`config.mk`:
```
export PLATFORM = sky130hd
export DESIGN_NAME = crc_framed_packet_parser_top
export DESIGN_NICKNAME = d
export VERILOG_FILES = /design/src/cfpp_pkg.sv /design/src/cfpp_parser.sv /design/src/crc_framed_packet_parser_top.sv
export SDC_FILE = /design/constraint.sdc
export NUM_CORES = 1
export LEC_CHECK = 0
export BUFFER_PORTS_ARGS = -buffer_cell sky130_fd_sc_hd__buf_2
export CAP_MARGIN = 20
export CORE_ASPECT_RATIO = 0.75
export CORE_MARGIN = 4
export CORE_UTILIZATION = 40
export DETAILED_ROUTE_END_ITERATION = 10
export GPL_TIMING_DRIVEN = 0
export SLEW_MARGIN = 40
export SYNTH_ARGS = -nofsm -noshare
export SYNTH_HDL_FRONTEND = slang
export SYNTH_SLANG_ARGS = --single-unit
```
`constraint.sdc`:
```
create_clock -name clk -period 8.2 [get_ports clk]
set_clock_uncertainty 0.15 [all_clocks]
set_input_delay 0.41 -clock clk [delete_from_list [all_inputs] [get_ports clk]]
set_output_delay 0.41 -clock clk [all_outputs]
set_load 0.02 [all_outputs]
```
`src/cfpp_pkg.sv`:
```
// Package for the framed packet parser: field widths, codes, CRC byte step.
// No dependencies.
`default_nettype none
package cfpp_pkg;
    localparam int CMD_ENTRIES_DEF = 4;
    localparam logic [7:0]  START_BYTE  = 8'hE8;
    localparam logic [7:0]  VERSION_ONE = 8'h01;
    localparam logic [15:0] END_WORD    = 16'h0A0D;
    localparam logic [7:0]  WILD_ADDR   = 8'h00;
    localparam logic [15:0] CRC_POLY    = 16'h1021;
    localparam logic [16:0] GAP_MAX     = 17'h1FFFF;

    localparam logic [2:0] CFG_LOCAL_ADDR = 3'd0;
    localparam logic [2:0] CFG_LOCAL_DYN  = 3'd1;
    localparam logic [2:0] CFG_MAX_PAY    = 3'd2;
    localparam logic [2:0] CFG_TIMEOUT    = 3'd3;
    localparam logic [2:0] CFG_SEED       = 3'd4;
    localparam logic [2:0] CFG_CMD_TABLE  = 3'd5;
    localparam logic [2:0] CFG_CMD_VALID  = 3'd6;

    localparam logic [1:0] KIND_PAYLOAD = 2'd0;
    localparam logic [1:0] KIND_ACCEPT  = 2'd1;
    localparam logic [1:0] KIND_DROP    = 2'd2;

    localparam logic [2:0] DR_VERSION = 3'd0;
    localparam logic [2:0] DR_ADDRESS = 3'd1;
    localparam logic [2:0] DR_COMMAND = 3'd2;
    localparam logic [2:0] DR_LENGTH  = 3'd3;
    localparam logic [2:0] DR_CRC     = 3'd4;
    localparam logic [2:0] DR_END     = 3'd5;
    localparam logic [2:0] DR_TIMEOUT = 3'd6;

    typedef enum logic [9:0] {
        PH_IDLE = 10'b0000000001,
        PH_VER  = 10'b0000000010,
        PH_SRC  = 10'b0000000100,
        PH_DST  = 10'b0000001000,
        PH_CMD  = 10'b0000010000,
        PH_ACK  = 10'b0000100000,
        PH_LEN  = 10'b0001000000,
        PH_DATA = 10'b0010000000,
        PH_CRC  = 10'b0100000000,
        PH_END  = 10'b1000000000
    } phase_t;

    typedef struct packed {
        logic [1:0]  kind;
        logic [7:0]  payload_byte;
        logic [2:0]  drop_reason;
        logic [7:0]  frame_src;
        logic [7:0]  frame_src_dyn;
        logic [7:0]  frame_dst;
        logic [7:0]  frame_dst_dyn;
        logic [7:0]  command_set;
        logic [7:0]  command_word;
        logic [7:0]  ack_flag;
        logic [15:0] payload_len;
        logic        routed;
    } result_t;

    function automatic logic [15:0] crc_byte(input logic [15:0] c, input logic [7:0] b);
        logic [15:0] r;
        r = c ^ {b, 8'h00};
        for (int i = 0; i < 8; i++)
        begin
            r = r[15] ? ({r[14:0], 1'b0} ^ CRC_POLY) : {r[14:0], 1'b0};
        end
        return r;
    endfunction
endpackage
`default_nettype wire

```
`src/cfpp_parser.sv`:
```
// Frame parse step: registered input byte feeds phase logic, result register out.
// Depends on cfpp_pkg.
`default_nettype none
module cfpp_parser
    import cfpp_pkg::*;
#(
    parameter int CMD_ENTRIES = CMD_ENTRIES_DEF
)(
    input  wire logic        clk,
    input  wire logic        rst_n,
    input  wire logic        in_go,
    input  wire logic        in_cmd,
    input  wire logic [7:0]  in_byte,
    input  wire logic [7:0]  local_addr,
    input  wire logic [7:0]  local_dyn_addr,
    input  wire logic [15:0] max_payload,
    input  wire logic [15:0] timeout_ticks,
    input  wire logic [15:0] crc_seed,
    input  wire logic [63:0] cmd_table,
    input  wire logic [3:0]  cmd_table_valid,
    output logic             res_go,
    output result_t          res
);
    phase_t      phase_reg, phase_next;
    logic        second_reg, second_next, route_reg, route_next;
    logic [15:0] crc_reg, crc_next, len_reg, len_next, left_reg, left_next;
    logic [7:0]  src_reg, src_next, srcd_reg, srcd_next, dst_reg, dst_next;
    logic [7:0]  dstd_reg, dstd_next, cset_reg, cset_next, cword_reg, cword_next;
    logic [7:0]  ack_reg, ack_next, crcl_reg, crcl_next, endl_reg, endl_next;
    logic [16:0] gap_reg, gap_next;
    logic        emit;
    logic        tmo_hit;
    logic [1:0]  ekind;
    logic [7:0]  epay;
    logic [2:0]  ereason;
    logic        known;
    logic [15:0] key, crc_in, len_full;

    always_comb
    begin
        key = {cset_reg, in_byte};
        known = 1'b0;
        for (int i = 0; i < CMD_ENTRIES; i++)
        begin
            if (cmd_table_valid[i] && cmd_table[16*i +: 16] == key)
                known = 1'b1;
        end
    end

    assign crc_in   = crc_byte(crc_reg, in_byte);
    assign len_full = {in_byte, len_reg[7:0]};

    always_comb
    begin
        phase_next = phase_reg; second_next = second_reg; route_next = route_reg;
        crc_next = crc_reg; len_next = len_reg; left_next = left_reg;
        src_next = src_reg; srcd_next = srcd_reg; dst_next = dst_reg;
        dstd_next = dstd_reg; cset_next = cset_reg; cword_next = cword_reg;
        ack_next = ack_reg; crcl_next = crcl_reg; endl_next = endl_reg;
        gap_next = gap_reg;
        emit = 1'b0; tmo_hit = 1'b0;
        ekind = KIND_DROP; epay = 8'h00; ereason = DR_VERSION;
        if (in_go)
        begin
            if (in_cmd)
            begin
                if (gap_reg != GAP_MAX)
                    gap_next = gap_reg + 17'd1;
            end
            else
            begin
                gap_next = '0;
                if (phase_reg != PH_IDLE && gap_reg > {1'b0, timeout_ticks})
                begin
                    // timed out: drop, then treat byte as if waiting for start
                    emit = 1'b1; tmo_hit = 1'b1; ereason = DR_TIMEOUT;
                    phase_next = PH_IDLE; second_next = 1'b0;
                    if (in_byte == START_BYTE)
                    begin
                        crc_next = crc_byte(crc_seed, in_byte);
                        src_next = '0; srcd_next = '0; dst_next = '0; dstd_next = '0;
                        cset_next = '0; cword_next = '0; ack_next = '0;
                        len_next = '0; left_next = '0; route_next = 1'b0;
                        phase_next = PH_VER;
                    end
                end
                else
                begin
                    case (phase_reg)
                        PH_IDLE:
                        begin
                            if (in_byte == START_BYTE)
                            begin
                                crc_next = crc_byte(crc_seed, in_byte);
                                src_next = '0; srcd_next = '0; dst_next = '0;
                                dstd_next = '0; cset_next = '0; cword_next = '0;
                                ack_next = '0; len_next = '0; left_next = '0;
                                route_next = 1'b0; second_next = 1'b0;
                                phase_next = PH_VER;
                            end
                        end
                        PH_VER:
                        begin
                            crc_next = crc_in; second_next = 1'b0;
                            if (in_byte != VERSION_ONE)
                            begin
                                emit = 1'b1; ereason = DR_VERSION; phase_next = PH_IDLE;
                            end
                            else
                                phase_next = PH_SRC;
                        end
                        PH_SRC:
                        begin
                            crc_next = crc_in;
                            if (!second_reg)
                            begin
                                src_next = in_byte; second_next = 1'b1;
                            end
                            else
                            begin
                                srcd_next = in_byte; second_next = 1'b0; phase_next = PH_DST;
                            end
                        end
                        PH_DST:
                        begin
                            crc_next = crc_in;
                            if (!second_reg)
                            begin
                                dst_next = in_byte;
                                route_next = !(in_byte == WILD_ADDR || in_byte == local_addr);
                                second_next = 1'b1;
                            end
                            else
                            begin
                                dstd_next = in_byte; second_next = 1'b0;
                                if (!(in_byte == WILD_ADDR || in_byte == local_dyn_addr)
                                    && !route_reg)
                                begin
                                    emit = 1'b1; ereason = DR_ADDRESS; phase_next = PH_IDLE;
                                end
                                else
                                    phase_next = PH_CMD;
                            end
                        end
                        PH_CMD:
                        begin
                            crc_next = crc_in;
                            if (!second_reg)
                            begin
                                cset_next = in_byte; second_next = 1'b1;
                            end
                            else
                            begin
                                cword_next = in_byte; second_next = 1'b0;
                                if (!route_reg && !known)
                                begin
                                    emit = 1'b1; ereason = DR_COMMAND; phase_next = PH_IDLE;
                                end
                                else
                                    phase_next = PH_ACK;
                            end
                        end
                        PH_ACK:
                        begin
                            crc_next = crc_in; ack_next = in_byte; len_next = '0;
                            second_next = 1'b0; phase_next = PH_LEN;
                        end
                        PH_LEN:
                        begin
                            crc_next = crc_in;
                            if (!second_reg)
                            begin
                                len_next = {8'h00, in_byte}; second_next = 1'b1;
                            end
                            else
                            begin
                                len_next = len_full; second_next = 1'b0;
                                if (len_full > max_payload)
                                begin
                                    emit = 1'b1; ereason = DR_LENGTH; phase_next = PH_IDLE;
                                end
                                else
                                begin
                                    left_next = len_full; phase_next = PH_DATA;
                                end
                            end
                        end
                        PH_DATA:
                        begin
                            if (left_reg != 16'd0)
                            begin
                                crc_next = crc_in; left_next = left_reg - 16'd1;
                                emit = 1'b1; ekind = KIND_PAYLOAD; epay = in_byte;
                            end
                            else
                            begin
                                crcl_next = in_byte; phase_next = PH_CRC;
                            end
                        end
                        PH_CRC:
                        begin
                            second_next = 1'b0;
                            if (crc_reg != {in_byte, crcl_reg})
                            begin
                                emit = 1'b1; ereason = DR_CRC; phase_next = PH_IDLE;
                            end
                            else
                                phase_next = PH_END;
                        end
                        PH_END:
                        begin
                            if (!second_reg)
                            begin
                                endl_next = in_byte; second_next = 1'b1;
                            end
                            else
                            begin
                                second_next = 1'b0; emit = 1'b1; phase_next = PH_IDLE;
                                if ({in_byte, endl_reg} != END_WORD)
                                    ereason = DR_END;
                                else
                                    ekind = KIND_ACCEPT;
                            end
                        end
                        default:
                        begin
                            phase_next = PH_IDLE; second_next = 1'b0;
                        end
                    endcase
                end
            end
        end
    end

    always_ff @(posedge clk or negedge rst_n)
    begin
        if (!rst_n)
        begin
            phase_reg <= PH_IDLE; second_reg <= 1'b0; route_reg <= 1'b0;
            crc_reg <= '0; len_reg <= '0; left_reg <= '0;
            src_reg <= '0; srcd_reg <= '0; dst_reg <= '0; dstd_reg <= '0;
            cset_reg <= '0; cword_reg <= '0; ack_reg <= '0;
            crcl_reg <= '0; endl_reg <= '0; gap_reg <= '0;
            res_go <= 1'b0;
        end
        else
        begin
            phase_reg <= phase_next; second_reg <= second_next; route_reg <= route_next;
            crc_reg <= crc_next; len_reg <= len_next; left_reg <= left_next;
            src_reg <= src_next; srcd_reg <= srcd_next; dst_reg <= dst_next;
            dstd_reg <= dstd_next; cset_reg <= cset_next; cword_reg <= cword_next;
            ack_reg <= ack_next; crcl_reg <= crcl_next; endl_reg <= endl_next;
            gap_reg <= gap_next;
            res_go <= emit;
        end
    end

    // header fields show values captured through this byte; a timeout drop
    // reports the frame it abandons, before any restart on this byte
    always_ff @(posedge clk)
    begin
        if (emit)
        begin
            res.kind <= ekind; res.payload_byte <= epay;
            res.drop_reason <= (ekind == KIND_DROP) ? ereason : DR_VERSION;
            res.frame_src <= tmo_hit ? src_reg : src_next;
            res.frame_src_dyn <= tmo_hit ? srcd_reg : srcd_next;
            res.frame_dst <= tmo_hit ? dst_reg : dst_next;
            res.frame_dst_dyn <= tmo_hit ? dstd_reg : dstd_next;
            res.command_set <= tmo_hit ? cset_reg : cset_next;
            res.command_word <= tmo_hit ? cword_reg : cword_next;
            res.ack_flag <= tmo_hit ? ack_reg : ack_next;
            res.payload_len <= tmo_hit ? len_reg : len_next;
            res.routed <= tmo_hit ? route_reg : route_next;
        end
    end
endmodule
`default_nettype wire

```
`src/crc_framed_packet_parser_top.sv`:
```
// Top level: streaming ports, config registers, input register, output queue.
// Depends on cfpp_pkg and cfpp_parser.
//
// channel  dir  data
// s_axis   in   tdata[7:0] rx_byte, tuser cmd
// m_axis   out  tdata see port comment, tuser kind
// cfg      in   cfg_index, cfg_data
//
// One item per cycle while s_axis_tready is high; each item passes the input register,
// result register and output queue. A four-entry queue absorbs stalls; s_axis_tready
// drops once queued plus in-flight results reach four. Reset idles the parser.
`default_nettype none
module crc_framed_packet_parser_top
    import cfpp_pkg::*;
#(
    parameter int CMD_ENTRIES = CMD_ENTRIES_DEF
)(
    input  wire logic        clk,
    input  wire logic        rst_n,
    input  wire logic        s_axis_tvalid,
    output logic             s_axis_tready,
    input  wire logic [7:0]  s_axis_tdata,  // rx_byte
    input  wire logic        s_axis_tuser,  // cmd
    output logic             m_axis_tvalid,
    input  wire logic        m_axis_tready,
    // payload_byte, drop_reason, frame_src, frame_src_dyn, frame_dst, frame_dst_dyn,
    // command_set, command_word, ack_flag, payload_len, routed, 4 zero bits
    output logic [87:0]      m_axis_tdata,
    output logic [1:0]       m_axis_tuser,  // kind
    input  wire logic        cfg_valid,
    output logic             cfg_ready,
    input  wire logic [2:0]  cfg_index,
    input  wire logic [63:0] cfg_data
);
    logic [7:0]  la_reg, lda_reg;
    logic [15:0] maxp_reg, tmo_reg, seed_reg;
    logic [63:0] tab_reg;
    logic [3:0]  tabv_reg;
    logic        in_go_reg, in_cmd_reg;
    logic [7:0]  in_byte_reg;
    logic        res_go;
    result_t     res;
    result_t     q_reg [4];
    logic [2:0]  cnt_reg;
    logic [1:0]  rd_reg, wr_reg;
    logic        pop;
    logic [2:0]  pend;

    assign cfg_ready = 1'b1;

    always_ff @(posedge clk or negedge rst_n)
    begin
        if (!rst_n)
        begin
            la_reg <= 8'd1; lda_reg <= 8'd0; maxp_reg <= 16'd256; tmo_reg <= 16'd1000;
            seed_reg <= 16'hFFFF; tab_reg <= '0; tabv_reg <= '0;
        end
        else if (cfg_valid)
        begin
            case (cfg_index)
                CFG_LOCAL_ADDR: la_reg   <= cfg_data[7:0];
                CFG_LOCAL_DYN:  lda_reg  <= cfg_data[7:0];
                CFG_MAX_PAY:    maxp_reg <= cfg_data[15:0];
                CFG_TIMEOUT:    tmo_reg  <= cfg_data[15:0];
                CFG_SEED:       seed_reg <= cfg_data[15:0];
                CFG_CMD_TABLE:  tab_reg  <= cfg_data;
                CFG_CMD_VALID:  tabv_reg <= cfg_data[3:0];
                default: ;
            endcase
        end
    end

    // accept while queue plus in-flight results leave room
    assign pend = cnt_reg + {2'b0, in_go_reg} + {2'b0, res_go};
    assign s_axis_tready = (pend < 3'd4);

    always_ff @(posedge clk or negedge rst_n)
    begin
        if (!rst_n)
            in_go_reg <= 1'b0;
        else
            in_go_reg <= s_axis_tvalid && s_axis_tready;
    end

    always_ff @(posedge clk)
    begin
        in_cmd_reg  <= s_axis_tuser;
        in_byte_reg <= s_axis_tdata;
    end

    cfpp_parser #(.CMD_ENTRIES(CMD_ENTRIES)) u_parser (
        .clk(clk), .rst_n(rst_n), .in_go(in_go_reg), .in_cmd(in_cmd_reg),
        .in_byte(in_byte_reg), .local_addr(la_reg), .local_dyn_addr(lda_reg),
        .max_payload(maxp_reg), .timeout_ticks(tmo_reg), .crc_seed(seed_reg),
        .cmd_table(tab_reg), .cmd_table_valid(tabv_reg), .res_go(res_go), .res(res)
    );

    assign pop = m_axis_tvalid && m_axis_tready;

    always_ff @(posedge clk or negedge rst_n)
    begin
        if (!rst_n)
        begin
            cnt_reg <= '0; rd_reg <= '0; wr_reg <= '0;
        end
        else
        begin
            if (res_go) wr_reg <= wr_reg + 2'd1;
            if (pop) rd_reg <= rd_reg + 2'd1;
            cnt_reg <= cnt_reg + {2'b0, res_go} - {2'b0, pop};
        end
    end

    always_ff @(posedge clk)
    begin
        if (res_go)
            q_reg[wr_reg] <= res;
    end

    assign m_axis_tvalid = (cnt_reg != 3'd0);
    assign m_axis_tuser  = q_reg[rd_reg].kind;
    assign m_axis_tdata  = {4'd0, q_reg[rd_reg].routed, q_reg[rd_reg].payload_len,
                            q_reg[rd_reg].ack_flag, q_reg[rd_reg].command_word,
                            q_reg[rd_reg].command_set, q_reg[rd_reg].frame_dst_dyn,
                            q_reg[rd_reg].frame_dst, q_reg[rd_reg].frame_src_dyn,
                            q_reg[rd_reg].frame_src, q_reg[rd_reg].drop_reason,
                            q_reg[rd_reg].payload_byte};
endmodule
`default_nettype wire
```
==> impl_metrics.yaml, run 1 <==
status:
  outcome: "finished, final reports clean"
drt:
  drcViolationCount: 0
  wl_met2_um: 38700
  drt_iter0_markers: 1681
  vias: 19300
  wl_met1_um: 37800
  top_layer: "met5"
  wl_per_cell_um: 23.7
  wirelength_um: 83400
  wl_met3_um: 4860
  postRouteAntennaNets: 0
  vias_per_cell: 5.48
  first_pass_iters: 5
floorplan:
  rows: 88
  start_util_pct: 40.4
  core_area_um2: 77000
  ios: 174
  die-area_um2: 82300
  die_x_um: 330
  die_y_um: 249
timing:
  max-slew-margin-rel_pct: 40.5
  drv_slew: 0
  tightest_slew_ns: 0.893
  rsz0062_at_grt: "false"
  finalSetupViolations: 0
  setup_ws_ns: 3.33
  fmax_ghz: 0.205
  final-hold-violation-count: 0
  post-route-min-period_ns: 4.87
  fin_crit_sh_pct: 59.4
worst_hold_path:
  hp-class: "in -> reg"
  min_from: "cfg_data[3]"
critical_path:
  start_kind: "register"
  reg2reg_to: "u_parser.res[32]$_DFFE_PP_"
  r2r_start: "tmo_reg[6]$_DFFE_PN1P_"
  required_ns: 8.45
  path_max_fanout: 16
  critPathCapture: "u_parser.res[32]$_DFFE_PP_"
  crit_start: "tmo_reg[6]$_DFFE_PN1P_"
  crit_path_end_kind: "register"
  r2r_cells: 13
  cp.arrival_ns: 5.12
  rrSetupSlack_ns: 3.33
  path_class: "reg -> reg"
clock_network:
  clockBufferDepth: 3
  clkTransAtPathRegs_ns: 0.06
  clk_latency_ns: 0.65
  cts_root_buffer: "clkbuf_16"
  clock_sinks: 729
  cts_max_level: 3
  post_cts_resized: 0
  cts_buffers: 74
  cts_tree: "done"
grt:
  track_usage_pct: 20.4
  grt_pass1_vias: 20000
  overflow: 0
  grt_max_degree: 73
  grt_pass1_wl_um: 126000
  antenna_found_initial: 2
logic_synthesis:
  async_reset_ff_share_pct: 39.8
  synthMuxAreaShare_pct: 11.3
  synth_adder_area_share_pct: 1.75
  synth_xor_area_share_pct: 4.42
  seq_area_frac_synth_pct: 65.5
  synthFlopType: "edfxtp_1"
  synth_area_um2: 31100
  yosysWarnings: 0
  ys_seq_elements: 729
  avgSynthCellArea_um2: 14.8
  synth_compound_area_share_pct: 8.09
  yosysUniqueCellTypes: 77
  synth_top_family_by_area: "multiplexers"
  synth-edff-count: 430
  synthSimpleGateAreaFrac_pct: 6.72
  synth_cells: 2095
placement:
  portBuffers: 166
  dpl.hpwl_um: 58200
  preCtsSetupSlack_ns: 3.20
  gp_congestion: 0.923
  placed_area_um2: 33800
power_and_ir_drop:
  ir_worst_vdd_mv: 0.155
  p_leak_nw: 14.1
  powerDensity_nw_per_um2: 287
finish:
  largest_reg_flops: 344
  drive_gt1_share_pct: 25.5
  final_nets: 2556
  diodes: 0
  syn2layout_area_growth_pct: 18.9
  fin_area_um2: 37000
job:
  cap_violations: 0
## power by group
part | internal, mW | leakage (nW) | switching [mW]
clock network | 1.99 | 1.19 | 1.43
registers | 4.27 | 7.63 | 0.226
logic | 1.11 | 5.27 | 1.58
total | 7.37 | 14.1 | 3.23
## logic make-up (layout without fill, tap and decap cells)
family                   count (synthesis)  after routing
flip-flops                             729            729
AND/OR/NAND/NOR                        421            421
AO/OA/AOI/OAI                          348            348
multiplexers                           226            226
buffers and inverters                  169            560
XOR/XNOR                               157            157
adder cells (fa/ha/maj)                 43             43
other                                    2              5
## worst max-delay path: stages, from the launching register on
cell	delay (ns)
dfstp_2	0.53
inv_1	0.04
ha_1	0.29
a21o_1	0.16
a221o_1	0.31
a221o_1	0.39
o21ai_2	0.68
nor2_1	0.26
clkbuf_1	0.34
o41ai_1	0.66
a21oi_4	0.23
buf_16	0.24
buf_16	0.16
buf_8	0.16
## synthesized netlist by cell type, types with 11 or more instances
cell / number / area, um^2
nand4_1: 25 / 156
nand2_1: 152 / 571
edfxtp_1: 430 / 12900
nor3_1: 22 / 110
xnor2_1: 84 / 736
dfrtp_1: 265 / 6630
a22o_1: 85 / 744
xor2_1: 73 / 639
o21ai_0: 75 / 375
or3_1: 14 / 87.6
o21ai_1: 11 / 55.1
buf_2: 16 / 80.1
clkbuf_1: 81 / 304
mux4_2: 86 / 1940
nand3_1: 19 / 95.1
buf_1: 17 / 63.8
dfstp_2: 25 / 657
ha_1: 42 / 526
nor4_1: 26 / 163
inv_1: 50 / 188
o211ai_1: 14 / 105
nor2_1: 84 / 315
and3_1: 16 / 100
mux2_2: 139 / 1570
and2_1: 11 / 68.8
a22oi_1: 16 / 120
a32o_1: 23 / 230
a21oi_1: 49 / 245
## layout make-up
type | count | area [um^2]
Clock buffer | 100 | 2050
Tap cell | 1035 | 1290
Timing Repair Buffer | 258 | 2000
Fill cell | 6596 | 40000
Inverter | 50 | 188
Sequential cell | 729 | 20400
Multi-Input combinational cell | 1200 | 10100
Clock inverter | 33 | 387
Buffer | 119 | 520
## routing by layer
layer | global-route usage, % | vias up
met5 | 0 | -
met4 | 5.33 | 6
met3 | 4.37 | 132
met2 | 32.2 | 587
met1 | 28.8 | 9986
li1 | - | 8612
## layout by cell type, fill, tap and decap left out, types with 8 or more instances in the layout
cell	n
o21ai_1	11
xnor2_1	84
or3_1	14
clkinv_2	12
a22o_1	85
ha_1	42
nand3_1	19
dfxtp_1	9
o211ai_1	14
mux4_2	86
a21o_1	9
mux2_2	139
a32o_1	23
inv_1	50
dlygate4sd3_1	71
nor2_1	84
buf_12	11
dfstp_2	25
o21ai_0	74
nor3_1	19
clkbuf_2	14
a22oi_1	16
dfrtp_1	265
nand2_1	152
edfxtp_1	430
clkbuf_16	77
clkinv_1	9
a2bb2oi_1	8
nand4_1	25
clkbuf_1	86
a21oi_1	47
nor4_1	25
xor2_1	73
buf_2	195
and3_1	16
## how the worst min path moves through the flow
stage | depth (start not counted) | endpoint | slack (ns)
6_report | 3 | maxp_reg[3]$_DFFE_PN0P_ | 0.05
5_1_grt | 2 | tmo_reg[0]$_DFFE_PN0P_ | 0.03
4_1_cts | 3 | maxp_reg[3]$_DFFE_PN0P_ | 0.004
3_5_place_dp | 1 | tab_reg[37]$_DFFE_PN0P_ | 0.18
3_3_place_gp | 2 | u_parser.dst_reg[2]$_DFF_PN0_ | 0.31
2_1_floorplan | 0 | cnt_reg[0]$_DFF_PN0_ | -0.04
## per-stage QoR
stage          setup TNS, ns  hold slack, ns  std cells  total power [mW]  util [%]
3_5_place_dp               0           0.175       3320              7.26      43.9
6_report                   0          0.0471       3524              10.6      48.0
3_3_place_gp         -266.11           0.309       3299              7.19      43.2
5_1_grt                    0          0.0306       3524              11.1      48.0
2_1_floorplan              0         -0.0356       2098              6.33         -
4_1_cts                    0         0.00414       3524              10.7      48.0
## repair_timing
action / 4_1_cts / 5_1_grt
hold buffers: 71 / 0
setup buffers: 0 / 0
endpoints found under the hold margin: 192 / 0
Power figures use the tool's default switching activity.
==> inputs of run 2 (changes only) <==
==> constraint.sdc (replaced) <==
create_clock -name clk -period 4.9 [get_ports clk]
set_clock_uncertainty 0.15 [all_clocks]
set_input_delay 0.245 -clock clk [delete_from_list [all_inputs] [get_ports clk]]
set_output_delay 0.245 -clock clk [all_outputs]
set_load 0.02 [all_outputs]
==> run 2 against run 1 <==
Effect of this change:
- maximum frequency rose by 4.6%
- sequential power rose by 67%
- design area rose by 0.16%
- worst setup slack got worse by 3.1 ns
- die area did not move
- cell count rose by 0.20%
- sequential share of layout area fell by 0.088 points
- wire length fell by 0.47%
- largest cell class unchanged
==> impl_metrics.yaml, run 2 (synthesis gave the netlist of run 1 again) <==
status:
  outcome: "finished, final reports clean"
floorplan:
  core_area_um2: 77000
  rows: 88
  die-area_um2: 82300
  ios: 174
  die_x_um: 330
  die_y_um: 249
  start_util_pct: 40.4
clock_network:
  cts_root_buffer: "clkbuf_16"
  clockBufferDepth: 3
  clock_sinks: 729
  cts_max_level: 3
  cts_buffers: 73
  clk_latency_ns: 0.64
  clkTransAtPathRegs_ns: 0.06
  cts_tree: "done"
grt:
  grt_pass1_wl_um: 125000
  grt_pass1_vias: 19700
  track_usage_pct: 20.1
  grt_max_degree: 73
  antenna_found_initial: 2
  overflow: 0
timing:
  finalSetupViolations: 0
  fmax_ghz: 0.215
  setup_ws_ns: 0.244
  max-slew-margin-rel_pct: 36.5
  final-hold-violation-count: 0
  drv_slew: 0
  tns_ns: 0
  fin_crit_sh_pct: 95.0
  rsz0062_at_grt: "false"
  post-route-min-period_ns: 4.66
  tightest_slew_ns: 0.945
finish:
  syn2layout_area_growth_pct: 19.0
  final_cell_mix: "430 x edfxtp_1, 265 x dfrtp_1, 195 x buf_2, 152 x nand2_1, 139 x mux2_2"
  final_nets: 2560
  fin_util_pct: 48.1
  largest_reg_flops: 344
  drive_gt1_share_pct: 25.9
  final_common_cell: "edfxtp_1"
drt:
  wl_per_cell_um: 23.5
  vias_per_cell: 5.46
  wirelength_um: 83000
  vias: 19300
  drt_iter0_markers: 1630
  drcViolationCount: 0
  first_pass_iters: 6
  postRouteAntennaNets: 0
critical_path:
  start_kind: "register"
  required_ns: 5.07
  crit_path_end_kind: "register"
  cp.arrival_ns: 4.83
  path_class: "reg -> reg"
  path_max_fanout: 17
  rrSetupSlack_ns: 0.24
placement:
  gp_congestion: 0.919
  preCtsSetupSlack_ns: -0.203
  dpl.hpwl_um: 57400
  portBuffers: 166
power_and_ir_drop:
  ir_worst_vdd_mv: 0.258
  p_leak_nw: 14.1
  powerDensity_nw_per_um2: 480
worst_hold_path:
  hp-class: "in -> reg"
job:
  cap_violations: 0
[run 2: layout make-up]
type / instances / area (um^2)
Tap cell: 1035 / 1290
Clock buffer: 99 / 2090
Buffer: 119 / 520
Antenna cell: 1 / 2.50
Fill cell: 6592 / 39900
Inverter: 50 / 188
Timing Repair Buffer: 263 / 1990
Multi-Input combinational cell: 1200 / 10200
Sequential cell: 729 / 20400
Clock inverter: 35 / 389
[run 2: final timing paths]
| path | startpoint | depth (start not counted) | to |
|---|---|---|---|
| max | in_byte_reg[0]$_DFF_P_ | 15 | u_parser.res[2]$_DFFE_PP_ |
| min | cfg_index[2] | 4 | seed_reg[1]$_DFFE_PN1P_ |
| max reg2reg | in_byte_reg[0]$_DFF_P_ | 15 | u_parser.res[2]$_DFFE_PP_ |
| min reg2reg | u_parser.dst_reg[1]$_DFF_PN0_ | 2 | u_parser.dst_reg[1]$_DFF_PN0_ |
| max in group asynchronous | rst_n | 4 | wr_reg[0]$_DFFE_PN0P_ |
| min in group asynchronous | rst_n | 3 | u_parser.dstd_reg[4]$_DFF_PN0_ |
[run 2: per-layer routing]
metal | share of wire (%) | wire length (um) | GRT usage (%) | up-vias
met2 | 46 | 38400 | 31.5 | 671
met3 | 6.3 | 5210 | 3.71 | 127
li1 | - | - | - | 8636
met1 | 45 | 37500 | 29.1 | 9840
met4 | 2.3 | 1900 | 5.17 | 0
met5 | 0 | 0 | 0 | -
[run 2: stage by stage]
stage / instance area (um^2) / hold WS, ns / std cells / total power [mW]
2_1_floorplan: 31100 / -0.201 / 2098 / 10.6
3_3_place_gp: 33200 / 0.200 / 3299 / 12.0
3_5_place_dp: 33700 / -0.0491 / 3317 / 12.1
4_1_cts: 37000 / 0.0213 / 3528 / 18.0
5_1_grt: 37000 / 0.0558 / 3530 / 18.6
6_report: 37000 / 0.0634 / 3531 / 17.8
[run 2: critical path: stages (launching register included)]
cell      delay [ns]
dfxtp_1         0.42
clkbuf_1        0.39
clkbuf_2        0.53
xor2_1          0.19
nor4_1          0.09
a211oi_2        0.60
nand2_1         0.26
a21oi_1         0.27
o41ai_2         0.13
a21oi_4         0.16
buf_8           0.20
buf_16          0.17
buf_8           0.19
buf_8           0.19
buf_8           0.19
buf_8           0.17
[run 2: power breakdown]
part / internal, mW / switching (mW)
Clock: 3.34 / 2.41
Sequential: 7.15 / 0.382
Combinational: 1.84 / 2.64
Total: 12.3 / 5.44
[run 2: timing repair]
action,4_1_cts,5_1_grt
buffers inserted,0,2
hold buffers,77,0
setup endpoints to repair,25,25
resized for setup,1,4
endpoints found under the hold margin,300,0
pin swaps,0,1
